`src/hdl/gasp_ram.sv`:
```
`timescale 1ns / 1ps
`default_nettype none

module gasp_ram #(
	parameter int W     = 8,
	parameter int DEPTH = 16
) (
	input  wire logic                     clk,
	input  wire logic                     we,
	input  wire logic [$clog2(DEPTH)-1:0] waddr,
	input  wire logic [W-1:0]             wdata,
	input  wire logic [$clog2(DEPTH)-1:0] raddr,
	output      logic [W-1:0]             rdata
);

	logic [W-1:0] mem [DEPTH];

	always_ff @(posedge clk) begin
		if (we) begin
			mem[waddr] <= wdata;
		end
		rdata <= mem[raddr];
	end

endmodule

`default_nettype wire

```
`config.mk`:
```
export PLATFORM = sky130hd
export DESIGN_NAME = gasp_ram
export DESIGN_NICKNAME = d
export VERILOG_FILES = /design/src/hdl/gasp_ram.sv
export SDC_FILE = /design/constraint.sdc
export NUM_CORES = 1
export LEC_CHECK = 0
export ABC_AREA = 1
export BUFFER_PORTS_ARGS = -buffer_cell sky130_fd_sc_hd__buf_4
export CORE_MARGIN = 5
export CORE_UTILIZATION = 30
export DETAILED_ROUTE_END_ITERATION = 12
export MAX_ROUTING_LAYER = met4
export SLEW_MARGIN = 20
export SYNTH_ARGS = -nofsm -noshare
export SYNTH_HDL_FRONTEND = slang
export SYNTH_SLANG_ARGS = --single-unit
```
`constraint.sdc`:
```
create_clock -name clk -period 1.6 [get_ports clk]
set_clock_uncertainty 0.15 [all_clocks]
set_input_delay 0.48 -clock clk [delete_from_list [all_inputs] [get_ports clk]]
set_output_delay 0.48 -clock clk [all_outputs]
set_load 0.1 [all_outputs]
```
==> run metrics <==
outcome=finished, final reports clean; CP startpoint kind=flip-flop; Cells after DPL=849; DIE WIDTH=149 microns; WL/cell=15.1 microns; multi-input logic area=1210 sq um; Worst EP arrival=960 ps; vias per cell=4.22; Final Hold Viols=0; Starting Density=30.6%; fmax=0.627 GHz; Synth area leaders=edfxtp_1, nand2_1, nand3_1; drt drc=0; Seq/Total Area, Yosys=69.4%; critical path peak fanout=1; layout cells sized above 1=16.1%; Detailed Route Iter0 Violations=258; gr usage total=13.1%; Antenna Nets Post-Route=0; CP required=970 ps; core area=18800 sq um; Syn. warnings=0; switching power=0.00200 W; sum of buffers and inverters on the critical path=1; Top Ports=26; Port Buffers=25; path type of the worst setup path=reg2out; n_diodes=0; H-tree depth=4; Reg area=4020 sq um; fillers=1847; crit path cell chain=buf_12; Worst path max stage delay=370 ps; nets@finish=626; vias=3714; Fin Hold WS=235 ps; switch share=23.0%; final wirelength=13300 microns; commonest non-fill, non-tap cell in the layout=nand2_1; Slew Limit Fails=0; DP Wirelength=8530 microns; CP top delay family=flip-flops; Comb power frac=9.1%; Max stage delay cell, worst path=dfxtp_4; Worst-path clk slew=60 ps; CTS tree=yes; Seq cells post-synth=136; post-synthesis area per instance=10.5 sq um; pre-CTS setup slack=-107 ps; Period minus WS final=1590 ps; post-synth net total=569; cell accounting for the most synthesized area=edfxtp_1; static leakage=3.07 nW; Netlist Area Pre-Place=5770 sq um; worst slew pin tran=316 ps; Slew Limit Headroom=78.9%; share of the synthesized area in the top cell type=66.7%; Num CTS Buffers=17; die height=149 microns; setup TNS=0 ps; sequential share of power=46.3%; First-pass DRT Iterations=4; peak supply drop=0.846 mV; setup violators final=0; largest net degree at the start of global routing=37; Congestion Overflow GR=0; Hold Buf Count CTS=0; synth-to-layout area growth=24.7%; Post-Layout Cell Count=881; die area=22100 sq um; Routability Congestion=0.799; vias in the first global route=3618; worst-skew pair later-pin latency=420 ps; global-route wire length before repair=20600 microns; MaxCap Viol Count=0; final worst-path cycle share=99.7%; cells after synthesis=551; clk sinks=136; type of the most critical hold path=in2reg; unrepaired setup endpoints after global routing=true; clk root buf=clkbuf_16; initial antenna violation count=0; Clock power frac=44.5%; Int Power=0.00670 W; final worst slack=5.59 ps; most frequent cells in the layout=nand2_1, edfxtp_1, inv_1; row count=50; CTS Buffer Depth=2; Yosys cell types=12; CP endpoint kind=output port; P per Cell Area=1210 nW/um^2; final core occ=38.2%
==> layer usage <==
metal	share of wire (%)	vias to the layer above	global-route usage, %
met5	0	-	-
met2	47	76	20.0
met1	47	1734	16.6
li1	-	1891	-
met4	1.4	0	4.48
met3	5.2	13	3.99
==> worst paths after layout <==
| check | from | endpoint | slack (ps) | depth (start not counted) |
|---|---|---|---|---|
| max reg2reg | mem[8][1]$_DFFE_PP_ | rdata[1]$_DFF_P_ | 400 | 6 |
| min | raddr[3] | rdata[2]$_DFF_P_ | 240 | 3 |
| max | rdata[2]$_DFF_P_ | rdata[2] | 6 | 1 |
| min reg2reg | mem[10][2]$_DFFE_PP_ | rdata[2]$_DFF_P_ | 520 | 6 |
==> cells by family (layout without fill, tap and decap cells) <==
group / Yosys count / after routing / share of synthesized area [%]
buffers and inverters: 126 / 196 / 9.52
DFF: 136 / 136 / 69.4
and+or+nand+nor: 289 / 289 / 21.0
==> final cells by class <==
class / instances / area share (%)
multi-input combinational: 289 / 16.9
clock inverter: 13 / 2.14
clock buffer: 19 / 6.02
sequential: 136 / 55.9
inverter: 102 / 5.32
tap: 260 / 4.52
timing repair buffer: 62 / 9.26
==> registers in the layout, summed over array words and instances, names as in the netlist <==
| signal | count |
|---|---|
| mem | 128 |
| rdata | 8 |
==> stage by stage <==
step / cell area [sq um] / total power (W)
after floorplan: 5770 / 0.00453
after global placement: 6490 / 0.00482
after detailed placement: 6490 / 0.00483
after CTS: 7190 / 0.00878
after global routing: 7190 / 0.00900
final: 7190 / 0.00869
==> what timing repair did <==
item / 4_1_cts / 5_1_grt
cloned: 0 / 0
setup buffers: 0 / 0
endpoints found under the setup margin: 8 / 7
resized for setup: 33 / 0
==> Yosys cell counts <==
cell,instances
nand3_1,97
dfxtp_1,8
buf_2,13
nor2_1,17
buf_1,1
inv_1,100
inv_2,2
nand3b_1,2
edfxtp_1,128
buf_6,6
nand2_1,173
buf_4,4
==> power groups by stage <==
stage	Clock [W]	Sequential [W]	Combinational, W
after floorplan	0	0.00425	0.000281
after global placement	0	0.00409	0.000736
after detailed placement	0	0.00409	0.000740
after CTS	0.00395	0.00403	0.000801
after global routing	0.00410	0.00403	0.000860
final	0.00387	0.00403	0.000794
No activity file was read; power rests on OpenSTA's default activity.
