[config.mk]
export PLATFORM = sky130hd
export DESIGN_NAME = gasp_isqrt
export DESIGN_NICKNAME = d
export VERILOG_FILES = /design/src/hdl/gasp_isqrt.sv
export SDC_FILE = /design/constraint.sdc
export NUM_CORES = 1
export LEC_CHECK = 0
export ABC_AREA = 0
export BUFFER_PORTS_ARGS = -buffer_cell sky130_fd_sc_hd__buf_4
export CORE_ASPECT_RATIO = 0.8
export CORE_MARGIN = 10
export CORE_UTILIZATION = 25
export CTS_BUF_LIST = sky130_fd_sc_hd__clkbuf_4
export CTS_CLUSTER_SIZE = 10
export DETAILED_ROUTE_END_ITERATION = 10
export GPL_ROUTABILITY_DRIVEN = 0
export PLACE_DENSITY = 0.49
export SETUP_SLACK_MARGIN = 0.4
export SLEW_MARGIN = 15
export SYNTH_ARGS = -nofsm -noshare
export SYNTH_HDL_FRONTEND = slang
export SYNTH_SLANG_ARGS = --single-unit
[constraint.sdc]
create_clock -name clk -period 7.88 [get_ports clk]
set_input_delay 1.576 -clock clk [delete_from_list [all_inputs] [get_ports clk]]
set_output_delay 1.576 -clock clk [all_outputs]
set_load 0.005 [all_outputs]
[src/hdl/gasp_isqrt.sv]
`timescale 1ns / 1ps
`default_nettype none

// Bit-pair integer square root, one result bit per cycle.
module gasp_isqrt #(
	parameter int W = 28
) (
	input  wire logic           clk,
	input  wire logic           arst_n,
	input  wire logic           start,
	input  wire logic [W-1:0]   radicand,
	output      logic           busy,
	output      logic [W/2-1:0] root
);

	logic [W-1:0] rem_q;
	logic [W-1:0] res_q;
	logic [W-1:0] bit_q;
	logic         busy_q;
	logic [W-1:0] trial;

	assign trial = res_q + bit_q;

	always_ff @(posedge clk or negedge arst_n) begin
		if (!arst_n) begin
			busy_q <= 1'b0;
		end else if (start) begin
			busy_q <= 1'b1;
		end else if (busy_q && bit_q[0]) begin
			busy_q <= 1'b0;
		end
	end

	always_ff @(posedge clk) begin
		if (start) begin
			rem_q <= radicand;
			res_q <= '0;
			bit_q <= W'(1) << (W - 2);
		end else if (busy_q) begin
			if (rem_q >= trial) begin
				rem_q <= rem_q - trial;
				res_q <= (res_q >> 1) + bit_q;
			end else begin
				res_q <= res_q >> 1;
			end
			bit_q <= bit_q >> 2;
		end
	end

	assign busy = busy_q;
	assign root = res_q[W/2-1:0];

endmodule

`default_nettype wire

==> impl_metrics.prom, run 1 <==
# TYPE chip_impl_metric gauge
chip_impl_metric{name="drt_pass1_iterations",unit=""} 5
chip_impl_metric{name="num_vias",unit=""} 5307
chip_impl_metric{name="drt-total-wl",unit="mm"} 16.9
chip_impl_metric{name="timing.slew.headroom",unit=""} 0.396
chip_impl_metric{name="cts_resized",unit=""} 0
chip_impl_metric{name="yosys.area_share.adder",unit=""} 0.122
chip_impl_info{name="timing.rr.start",value="res_q[2]$_SDFFE_PP0P_"} 1
chip_impl_metric{name="avgViaCountPerCell",unit=""} 5.02
chip_impl_metric{name="final-hold-violation-count",unit=""} 0
chip_impl_metric{name="crit_path_max_incr_delay",unit="ns"} 0.63
chip_impl_metric{name="num-nets-final",unit=""} 823
chip_impl_metric{name="max_cap_viol_count",unit=""} 0
chip_impl_metric{name="post-cts-setup-buffer-count",unit=""} 0
chip_impl_metric{name="yosysSeqAreaShare",unit=""} 0.278
chip_impl_metric{name="max-vdd-ir-drop",unit="uV"} 109
chip_impl_metric{name="grtUsageTotal",unit=""} 0.105
chip_impl_metric{name="combined_area_of_the_multi_input_logic_cells",unit="sq um"} 4110
chip_impl_metric{name="design.core.area",unit="sq um"} 24200
chip_impl_metric{name="area_delta_synth_final",unit="%"} 10.7
chip_impl_metric{name="crit_required",unit="ns"} 7.96
chip_impl_metric{name="routedWlPerCell",unit="um"} 16.0
chip_impl_info{name="cpLargestDelayFamily",value="compound AO/OA/AOI/OAI gates"} 1
chip_impl_metric{name="worstSkewPairLatency",unit="ns"} 0.42
chip_impl_metric{name="avgSynthCellArea",unit="sq um"} 8.58
chip_impl_metric{name="grt_pass1_wl",unit="mm"} 27.4
chip_impl_metric{name="htreeDepth",unit=""} 3
chip_impl_metric{name="grt_antenna_before_repair",unit=""} 1
chip_impl_metric{name="clock_tree.buffer_depth",unit=""} 2
chip_impl_metric{name="clock_sinks",unit=""} 71
chip_impl_metric{name="critPathArrivalTime",unit="ns"} 5.16
chip_impl_metric{name="cts.hold.buffers_added",unit=""} 0
chip_impl_info{name="synth_top_family_by_area",value="compound AO/OA/AOI/OAI gates"} 1
chip_impl_metric{name="clock.fmax",unit="MHz"} 197
chip_impl_info{name="holdCritPathClass",value="register to register"} 1
chip_impl_info{name="status",value="finished, final reports clean"} 1
chip_impl_metric{name="yosys_register_bits",unit=""} 71
chip_impl_metric{name="route.detailed.drc",unit=""} 0
chip_impl_metric{name="final_critical_path_setup_slack",unit="ns"} 2.79
chip_impl_metric{name="fin_worst_skew",unit="ns"} 0.0155
chip_impl_metric{name="boundaryPins",unit=""} 46
chip_impl_metric{name="die_h",unit="um"} 160
chip_impl_info{name="synth_ff_type",value="sky130_fd_sc_hd__dfxtp_1"} 1
chip_impl_metric{name="synth.lib_cells_used.distinct",unit=""} 67
chip_impl_metric{name="grt_max_degree",unit=""} 75
chip_impl_metric{name="cts_inserted_buffers",unit=""} 9
chip_impl_metric{name="post_synth_and_or_nand_nor_area_fraction",unit=""} 0.145
chip_impl_metric{name="synth_enable_flop_cells",unit=""} 28
chip_impl_info{name="clk_root_buffer_cell",value="sky130_fd_sc_hd__clkbuf_4"} 1
chip_impl_metric{name="final_min_period_over_clock_period",unit=""} 0.645
chip_impl_metric{name="routed_antenna_nets",unit=""} 0
chip_impl_metric{name="dp_hpwl",unit="mm"} 12.8
chip_impl_info{name="startpoint_type",value="register"} 1
chip_impl_metric{name="p_per_cell_area",unit="nW/um^2"} 321
chip_impl_metric{name="die-area",unit="sq um"} 31200
chip_impl_metric{name="first_global_vias",unit=""} 5011
chip_impl_metric{name="total_leakage_power",unit="nW"} 2.63
chip_impl_metric{name="drt_first_iter_violations",unit=""} 385
chip_impl_metric{name="async_set_or_reset_register_ratio_after_synthesis",unit=""} 0.0141
chip_impl_metric{name="clk_pin_slew",unit="ns"} 0.13
chip_impl_metric{name="synthCells",unit=""} 715
chip_impl_metric{name="post_route_cells_drive_above_1_share",unit=""} 0.142
chip_impl_metric{name="synth_xor_area_frac",unit=""} 0.0757
chip_impl_metric{name="count_of_yosys_warnings_during_synthesis",unit=""} 0
chip_impl_metric{name="timing.setup.tns",unit="ns"} 0
chip_impl_info{name="reg2reg_to",value="rem_q[11]$_DFFE_PP_"} 1
chip_impl_metric{name="grt_remaining_overflow",unit=""} 0
chip_impl_info{name="synth.largest_area_cell",value="sky130_fd_sc_hd__dfxtp_1"} 1
chip_impl_info{name="grt_setup_unrepaired",value="no"} 1
chip_impl_metric{name="synthesis.nets",unit=""} 805
chip_impl_metric{name="minimum_period_implied_by_the_final_worst_setup_slack",unit="ns"} 5.09
chip_impl_metric{name="worst_slew_pin_slew",unit="ns"} 0.907
chip_impl_metric{name="synth.mux.area_fraction",unit=""} 0.0491
chip_impl_metric{name="worstRegToRegCells",unit=""} 19
chip_impl_metric{name="syn_area",unit="sq um"} 6140
chip_impl_info{name="cts_tree",value="done"} 1
chip_impl_metric{name="path_max_fanout",unit=""} 28
chip_impl_info{name="synth.area.top_cells",value="sky130_fd_sc_hd__dfxtp_1 14%, sky130_fd_sc_hd__edfxtp_1 14%, sky130_fd_sc_hd__ha_1 12%"} 1
chip_impl_metric{name="reg2reg_setup_slack",unit="ns"} 2.79
chip_impl_info{name="worstSetupStartpoint",value="res_q[2]$_SDFFE_PP0P_"} 1
chip_impl_metric{name="slew_viol_final",unit=""} 0
chip_impl_metric{name="postLayoutCoreUtil",unit=""} 0.280
chip_impl_metric{name="final.fill_count",unit=""} 2605
chip_impl_info{name="cp-end-kind",value="register"} 1
chip_impl_info{name="crit_path_cell_trace",value="ha_1 -> a31oi_1 -> o21bai_1 -> a31oi_1 -> o21ai_0 -> a211oi_2 -> o21bai_1 -> a21oi_1 -> xor2_1 -> ha_1 -> a21oi_1 -> o21ai_0 -> a21oi_1 -> o21ai_0 -> a21oi_2 -> buf_4 -> and2_4 -> o21ai_2 -> buf_4"} 1
chip_impl_info{name="worst_setup_path_endpoint",value="rem_q[11]$_DFFE_PP_"} 1
chip_impl_metric{name="worstPathBufferInverterCount",unit=""} 2
chip_impl_metric{name="die_w",unit="um"} 195
chip_impl_metric{name="start_util",unit=""} 0.253
chip_impl_metric{name="synth_compound_gate_area_share",unit=""} 0.279
chip_impl_info{name="worst-setup-path-type",value="register to register"} 1
chip_impl_metric{name="detailedPlace.worstSlack",unit="ns"} 2.88
chip_impl_metric{name="worst-path-stages",unit=""} 19
chip_impl_metric{name="core.rowCount",unit=""} 51
chip_impl_metric{name="number_of_failing_setup_endpoints_in_the_final_timing_report",unit=""} 0
chip_impl_metric{name="port-buffer-count",unit=""} 45
chip_impl_metric{name="final-seq-area",unit="sq um"} 1710
chip_impl_info{name="critical_path.slowest_cell",value="sky130_fd_sc_hd__o21ai_0"} 1
chip_impl_metric{name="synth_largest_type_area_fraction",unit=""} 0.137
[synth_stat cells, types with 5 or more instances]
cell	number
sky130_fd_sc_hd__a31o_2	5
sky130_fd_sc_hd__nor3_1	10
sky130_fd_sc_hd__a21o_1	16
sky130_fd_sc_hd__nand4_1	5
sky130_fd_sc_hd__nor2b_1	6
sky130_fd_sc_hd__nor3b_1	7
sky130_fd_sc_hd__xnor2_1	30
sky130_fd_sc_hd__o21a_1	6
sky130_fd_sc_hd__o31ai_1	7
sky130_fd_sc_hd__dfxtp_1	42
sky130_fd_sc_hd__nor2_1	56
sky130_fd_sc_hd__buf_4	15
sky130_fd_sc_hd__o21ai_1	14
sky130_fd_sc_hd__mux2i_1	23
sky130_fd_sc_hd__o21ai_0	40
sky130_fd_sc_hd__a311oi_2	6
sky130_fd_sc_hd__a221oi_2	7
sky130_fd_sc_hd__nand3_1	10
sky130_fd_sc_hd__clkbuf_1	19
sky130_fd_sc_hd__edfxtp_1	28
sky130_fd_sc_hd__a31oi_1	22
sky130_fd_sc_hd__inv_1	23
sky130_fd_sc_hd__a211oi_1	12
sky130_fd_sc_hd__o21bai_1	15
sky130_fd_sc_hd__or3_1	7
sky130_fd_sc_hd__xor2_1	23
sky130_fd_sc_hd__nand2_1	77
sky130_fd_sc_hd__ha_1	58
sky130_fd_sc_hd__a21oi_1	51
sky130_fd_sc_hd__mux2_2	5
[layer usage]
metal | part of all wire | track usage
met4 | 0.0074 | 0.0187
met3 | 0.042 | 0.0239
met2 | 0.42 | 0.155
met1 | 0.53 | 0.153
met5 | 0 | 0
[cell families (layout without fill, tap and decap cells)]
group                      after synthesis  count (layout)
buffers and inverters                   66              89
adders and majority gates               59              59
muxes                                   29              29
and+or+nand+nor                        194             194
xor gates and xnor gates                53              53
other                                    0               1
DFF                                     71              71
AOI/OAI and AO/OA                      243             243
[power breakdown]
group / switching [W] / internal (W) / total (W) / leakage (nW)
logic: 0.000810 / 0.000556 / 0.00137 / 1.92
clock network: 0.000139 / 0.0000742 / 0.000213 / 0.0671
registers: 0.0000740 / 0.000528 / 0.000602 / 0.641
[cells in the final DEF (no fill, tap or decap), types with 5 or more instances in the layout]
| cell | n |
|---|---|
| sky130_fd_sc_hd__a211oi_1 | 12 |
| sky130_fd_sc_hd__a21o_1 | 16 |
| sky130_fd_sc_hd__a21oi_1 | 51 |
| sky130_fd_sc_hd__a221oi_2 | 7 |
| sky130_fd_sc_hd__a311oi_2 | 6 |
| sky130_fd_sc_hd__a31o_2 | 5 |
| sky130_fd_sc_hd__a31oi_1 | 22 |
| sky130_fd_sc_hd__buf_4 | 49 |
| sky130_fd_sc_hd__clkbuf_4 | 12 |
| sky130_fd_sc_hd__dfxtp_1 | 42 |
| sky130_fd_sc_hd__edfxtp_1 | 28 |
| sky130_fd_sc_hd__ha_1 | 58 |
| sky130_fd_sc_hd__inv_1 | 23 |
| sky130_fd_sc_hd__mux2_2 | 5 |
| sky130_fd_sc_hd__mux2i_1 | 23 |
| sky130_fd_sc_hd__nand2_1 | 77 |
| sky130_fd_sc_hd__nand3_1 | 10 |
| sky130_fd_sc_hd__nand4_1 | 5 |
| sky130_fd_sc_hd__nor2_1 | 56 |
| sky130_fd_sc_hd__nor2b_1 | 6 |
| sky130_fd_sc_hd__nor3_1 | 10 |
| sky130_fd_sc_hd__nor3b_1 | 7 |
| sky130_fd_sc_hd__o21a_1 | 6 |
| sky130_fd_sc_hd__o21ai_0 | 39 |
| sky130_fd_sc_hd__o21ai_1 | 14 |
| sky130_fd_sc_hd__o21bai_1 | 15 |
| sky130_fd_sc_hd__o31ai_1 | 7 |
| sky130_fd_sc_hd__or3_1 | 7 |
| sky130_fd_sc_hd__xnor2_1 | 30 |
| sky130_fd_sc_hd__xor2_1 | 23 |
[registers in the layout (all words and copies together), names as in the netlist]
register,cells
bit_q,14
busy,1
rem_q,28
res_q,28
[worst min-delay path, cell delays in order (launching register included)]
cell and delay, ns:
sky130_fd_sc_hd__dfxtp_1 0.37, sky130_fd_sc_hd__inv_1 0.08, sky130_fd_sc_hd__a221oi_2 0.05
[how the worst min path moves through the flow]
stage | startpoint | endpoint | slack [ns] | depth (start not counted)
2_1_floorplan | bit_q[0]$_SDFFE_PP0P_ | busy$_DFFE_PN0P_ | 0.46 | 1
3_3_place_gp | res_q[10]$_SDFFE_PP0P_ | res_q[10]$_SDFFE_PP0P_ | 0.52 | 2
3_5_place_dp | res_q[27]$_SDFFE_PP0P_ | res_q[27]$_SDFFE_PP0P_ | 0.53 | 2
4_1_cts | res_q[14]$_SDFFE_PP0P_ | res_q[14]$_SDFFE_PP0P_ | 0.55 | 2
5_1_grt | res_q[22]$_SDFFE_PP0P_ | res_q[22]$_SDFFE_PP0P_ | 0.57 | 2
6_report | res_q[14]$_SDFFE_PP0P_ | res_q[14]$_SDFFE_PP0P_ | 0.53 | 2
[metrics by stage]
stage	instances	instance area, sq um	power, W	hold WS, ns
floorplan	715	6140	0.00167	0.459
global placement	1040	6680	0.00197	0.523
detailed placement	1040	6680	0.00196	0.527
CTS	1056	6790	0.00219	0.547
global route	1057	6790	0.00238	0.570
finish	1057	6790	0.00218	0.535
[final cells by class]
type                       count  area share
tap                          318      0.0586
antenna                        1    0.000369
timing repair buffer          49      0.0542
clock buffer                  12      0.0133
clock inverter                 4     0.00332
sequential                    71       0.252
inverter                      24      0.0133
multi-input combinational    578       0.605
(Power assumes the default switching activity.)
==> run 2: changes to the inputs <==
- clock period: 7.88 -> 5.1 ns (I/O delays scaled with it)
==> run 2 against run 1 <==
  * Sequential power is 55% higher
  * Clock skew increased by 0.011 ns
  * Critical path depth rose by 2
  * Cell count increased by 1.2%
  * Combinational power grew 62%
  * Design area rose by 3.2%
  * Highest routed layer unchanged
==> impl_metrics.prom, run 2 (same netlist as run 1, synthesis figures left out) <==
# TYPE chip_impl_metric gauge
chip_impl_metric{name="critPathArrivalTime",unit="ns"} 4.90
chip_impl_info{name="crit_path_cell_trace",value="ha_1 -> ha_1 -> a21o_1 -> a31o_2 -> a31oi_1 -> o21ai_2 -> a31oi_2 -> buf_4 -> buf_4 -> o21a_1 -> o31ai_1 -> xnor2_1 -> ha_2 -> nand4_1 -> nor2_1 -> nand2_1 -> a21o_4 -> and2_4 -> buf_8 -> or3_1 -> a311oi_2"} 1
chip_impl_metric{name="route.detailed.drc",unit=""} 0
chip_impl_metric{name="final-instance-count-excl-fill",unit=""} 1070
chip_impl_metric{name="clock.fmax",unit="MHz"} 221
chip_impl_metric{name="fin_worst_skew",unit="ns"} 0.0261
chip_impl_metric{name="crit_path_max_incr_delay",unit="ns"} 0.42
chip_impl_info{name="clk_root_buffer_cell",value="sky130_fd_sc_hd__clkbuf_4"} 1
chip_impl_metric{name="timing.setup.tns",unit="ns"} 0
chip_impl_metric{name="swShare",unit=""} 0.462
chip_impl_info{name="timing.rr.start",value="res_q[0]$_SDFFE_PP0P_"} 1
chip_impl_info{name="startpoint_type",value="register"} 1
chip_impl_metric{name="cts_inserted_buffers",unit=""} 9
chip_impl_info{name="grt_setup_unrepaired",value="yes"} 1
chip_impl_metric{name="number_of_failing_setup_endpoints_in_the_final_timing_report",unit=""} 0
chip_impl_info{name="cpLargestDelayFamily",value="compound AO/OA/AOI/OAI gates"} 1
chip_impl_metric{name="post_route_cells_drive_above_1_share",unit=""} 0.169
chip_impl_metric{name="drt_pass1_iterations",unit=""} 6
chip_impl_metric{name="cts.hold.buffers_added",unit=""} 0
chip_impl_metric{name="avgViaCountPerCell",unit=""} 5.02
chip_impl_metric{name="port-buffer-count",unit=""} 45
chip_impl_metric{name="reg2reg_setup_slack",unit="ns"} 0.57
chip_impl_metric{name="num_vias",unit=""} 5370
chip_impl_info{name="critical_path.slowest_cell",value="sky130_fd_sc_hd__ha_2"} 1
chip_impl_metric{name="final-hold-violation-count",unit=""} 0
chip_impl_metric{name="minimum_period_implied_by_the_final_worst_setup_slack",unit="ns"} 4.53
chip_impl_metric{name="clk_pin_slew",unit="ns"} 0.15
chip_impl_metric{name="worstRegToRegCells",unit=""} 21
chip_impl_metric{name="detailedPlace.worstSlack",unit="ns"} 0.293
chip_impl_metric{name="path_max_fanout",unit=""} 23
chip_impl_info{name="status",value="finished, final reports clean"} 1
chip_impl_metric{name="routed_antenna_nets",unit=""} 0
chip_impl_info{name="worst-setup-path-type",value="register to register"} 1
chip_impl_metric{name="drt-total-wl",unit="mm"} 17.4
chip_impl_metric{name="total_leakage_power",unit="nW"} 2.71
chip_impl_metric{name="clock_sinks",unit=""} 71
chip_impl_metric{name="placed_cells",unit=""} 1045
chip_impl_metric{name="switching_power",unit="W"} 0.00164
chip_impl_metric{name="finalPower",unit="W"} 0.00355
chip_impl_metric{name="num-nets-final",unit=""} 835
chip_impl_metric{name="worstPathBufferInverterCount",unit=""} 3
chip_impl_metric{name="design.core.area",unit="sq um"} 24200
chip_impl_metric{name="timing.slew.headroom",unit=""} 0.445
chip_impl_metric{name="max-vdd-ir-drop",unit="uV"} 221
chip_impl_info{name="cts_tree",value="done"} 1
chip_impl_metric{name="clock_tree.buffer_depth",unit=""} 2
chip_impl_info{name="cp-end-kind",value="register"} 1
chip_impl_metric{name="boundaryPins",unit=""} 46
chip_impl_metric{name="slew_viol_final",unit=""} 0
chip_impl_metric{name="die-area",unit="sq um"} 31200
chip_impl_metric{name="dp_hpwl",unit="mm"} 13.1
chip_impl_metric{name="htreeDepth",unit=""} 3
chip_impl_metric{name="clockPowerShare",unit=""} 0.109
chip_impl_metric{name="core.rowCount",unit=""} 51
chip_impl_metric{name="worstSkewPairLatency",unit="ns"} 0.45
chip_impl_metric{name="routedWlPerCell",unit="um"} 16.3
chip_impl_metric{name="die_h",unit="um"} 160
chip_impl_metric{name="die_w",unit="um"} 195
chip_impl_metric{name="worst_slew_pin_slew",unit="ns"} 0.833
chip_impl_metric{name="crit_required",unit="ns"} 5.47
chip_impl_info{name="holdCritPathClass",value="primary input to asynchronous set/reset pin"} 1
chip_impl_metric{name="grtUsageTotal",unit=""} 0.108
chip_impl_metric{name="power.internal",unit="W"} 0.00191
chip_impl_metric{name="grt_max_degree",unit=""} 65
chip_impl_info{name="reg2reg_to",value="res_q[7]$_SDFFE_PP0P_"} 1
chip_impl_metric{name="share_comb_of_total_power",unit=""} 0.627
chip_impl_metric{name="final_critical_path_setup_slack",unit="ns"} 0.566
chip_impl_metric{name="p_per_cell_area",unit="nW/um^2"} 506
chip_impl_metric{name="start_util",unit=""} 0.253
chip_impl_metric{name="max_cap_viol_count",unit=""} 0
chip_impl_metric{name="grt_antenna_before_repair",unit=""} 1
chip_impl_metric{name="first_global_vias",unit=""} 5087
chip_impl_metric{name="pwr-share-seq",unit=""} 0.264
chip_impl_metric{name="grt_pass1_wl",unit="mm"} 28.0
chip_impl_info{name="final_common_cell",value="sky130_fd_sc_hd__nand2_1"} 1
chip_impl_metric{name="grt_remaining_overflow",unit=""} 0
chip_impl_metric{name="area_delta_synth_final",unit="%"} 14.2
chip_impl_info{name="mostFrequentLayoutCells",value="77 x sky130_fd_sc_hd__nand2_1, 57 x sky130_fd_sc_hd__buf_4, 56 x sky130_fd_sc_hd__ha_1"} 1
chip_impl_info{name="top_regs",value="rem_q x28, res_q x28, bit_q x14"} 1
chip_impl_metric{name="drt_first_iter_violations",unit=""} 351
chip_impl_metric{name="final_min_period_over_clock_period",unit=""} 0.889
[run 2: changes by cell type in the layout (fill, tap and decap cells not counted), sizes merged]
cell    delta
buf       +12
clkbuf     -2
bufinv     +1
diode      +1
inv        +1
[run 2: routing by layer]
metal  global-route usage  wire length (um)  part of all wire
met5                    0                 0                 0
met4               0.0180               122            0.0070
met2                0.165              7440              0.43
met3               0.0230               692             0.040
met1                0.154              9150              0.53
[run 2: worst reg2reg max path, delay by kind of cell, from the launching register on]
kind / cells / cell delay, ns
compound gates: 9 / 1.82
fa+ha+maj: 3 / 0.85
simple gates: 5 / 0.84
buf+inv: 3 / 0.44
flops: 1 / 0.37
xor+xnor: 1 / 0.16
[run 2: power by group through the flow]
stage / Clock (W) / Sequential, W / Combinational [W]
after floorplan: 0 / 0.000897 / 0.00169
after global routing: 0.000420 / 0.000954 / 0.00249
after CTS: 0.000407 / 0.000935 / 0.00213
after detailed placement: 0 / 0.000943 / 0.00212
final: 0.000387 / 0.000936 / 0.00222
after global placement: 0 / 0.000951 / 0.00213
[run 2: worst max-delay path by stage]
stage,endpoint,slack (ns),from,cells after the start
after global placement,res_q[22]$_SDFFE_PP0P_,0.38,res_q[2]$_SDFFE_PP0P_,19
final,res_q[7]$_SDFFE_PP0P_,0.57,res_q[0]$_SDFFE_PP0P_,21
after global routing,res_q[7]$_SDFFE_PP0P_,0.34,bit_q[0]$_SDFFE_PP0P_,21
after detailed placement,res_q[18]$_SDFFE_PP0P_,0.29,res_q[2]$_SDFFE_PP0P_,19
after CTS,res_q[6]$_SDFFE_PP0P_,0.41,res_q[0]$_SDFFE_PP0P_,19
after floorplan,rem_q[0]$_DFFE_PP_,0.49,res_q[2]$_SDFFE_PP0P_,18
[run 2: timing repair]
item | CTS | global route
pin swaps | 1 | 4
cloned | 0 | 0
setup endpoints to repair | 41 | 63
resized for setup | 4 | 18
buffers inserted | 0 | 7
[run 2: stage by stage]
stage,hold slack [ns],util,cell area [sq um]
floorplan,0.459,-,6140
CTS,0.310,0.284,6880
finish,0.336,0.289,7000
detailed placement,0.540,0.277,6730
global placement,0.540,0.277,6730
global route,0.303,0.289,7000
[run 2: area by class of cell]
type	instances	area (sq um)
inverter	24	90.1
fill	2611	17200
sequential	71	1710
antenna	2	5.00
clock buffer	10	75.1
multi-input combinational	578	4180
tap	318	398
timing repair buffer	61	485
clock inverter	6	60.1
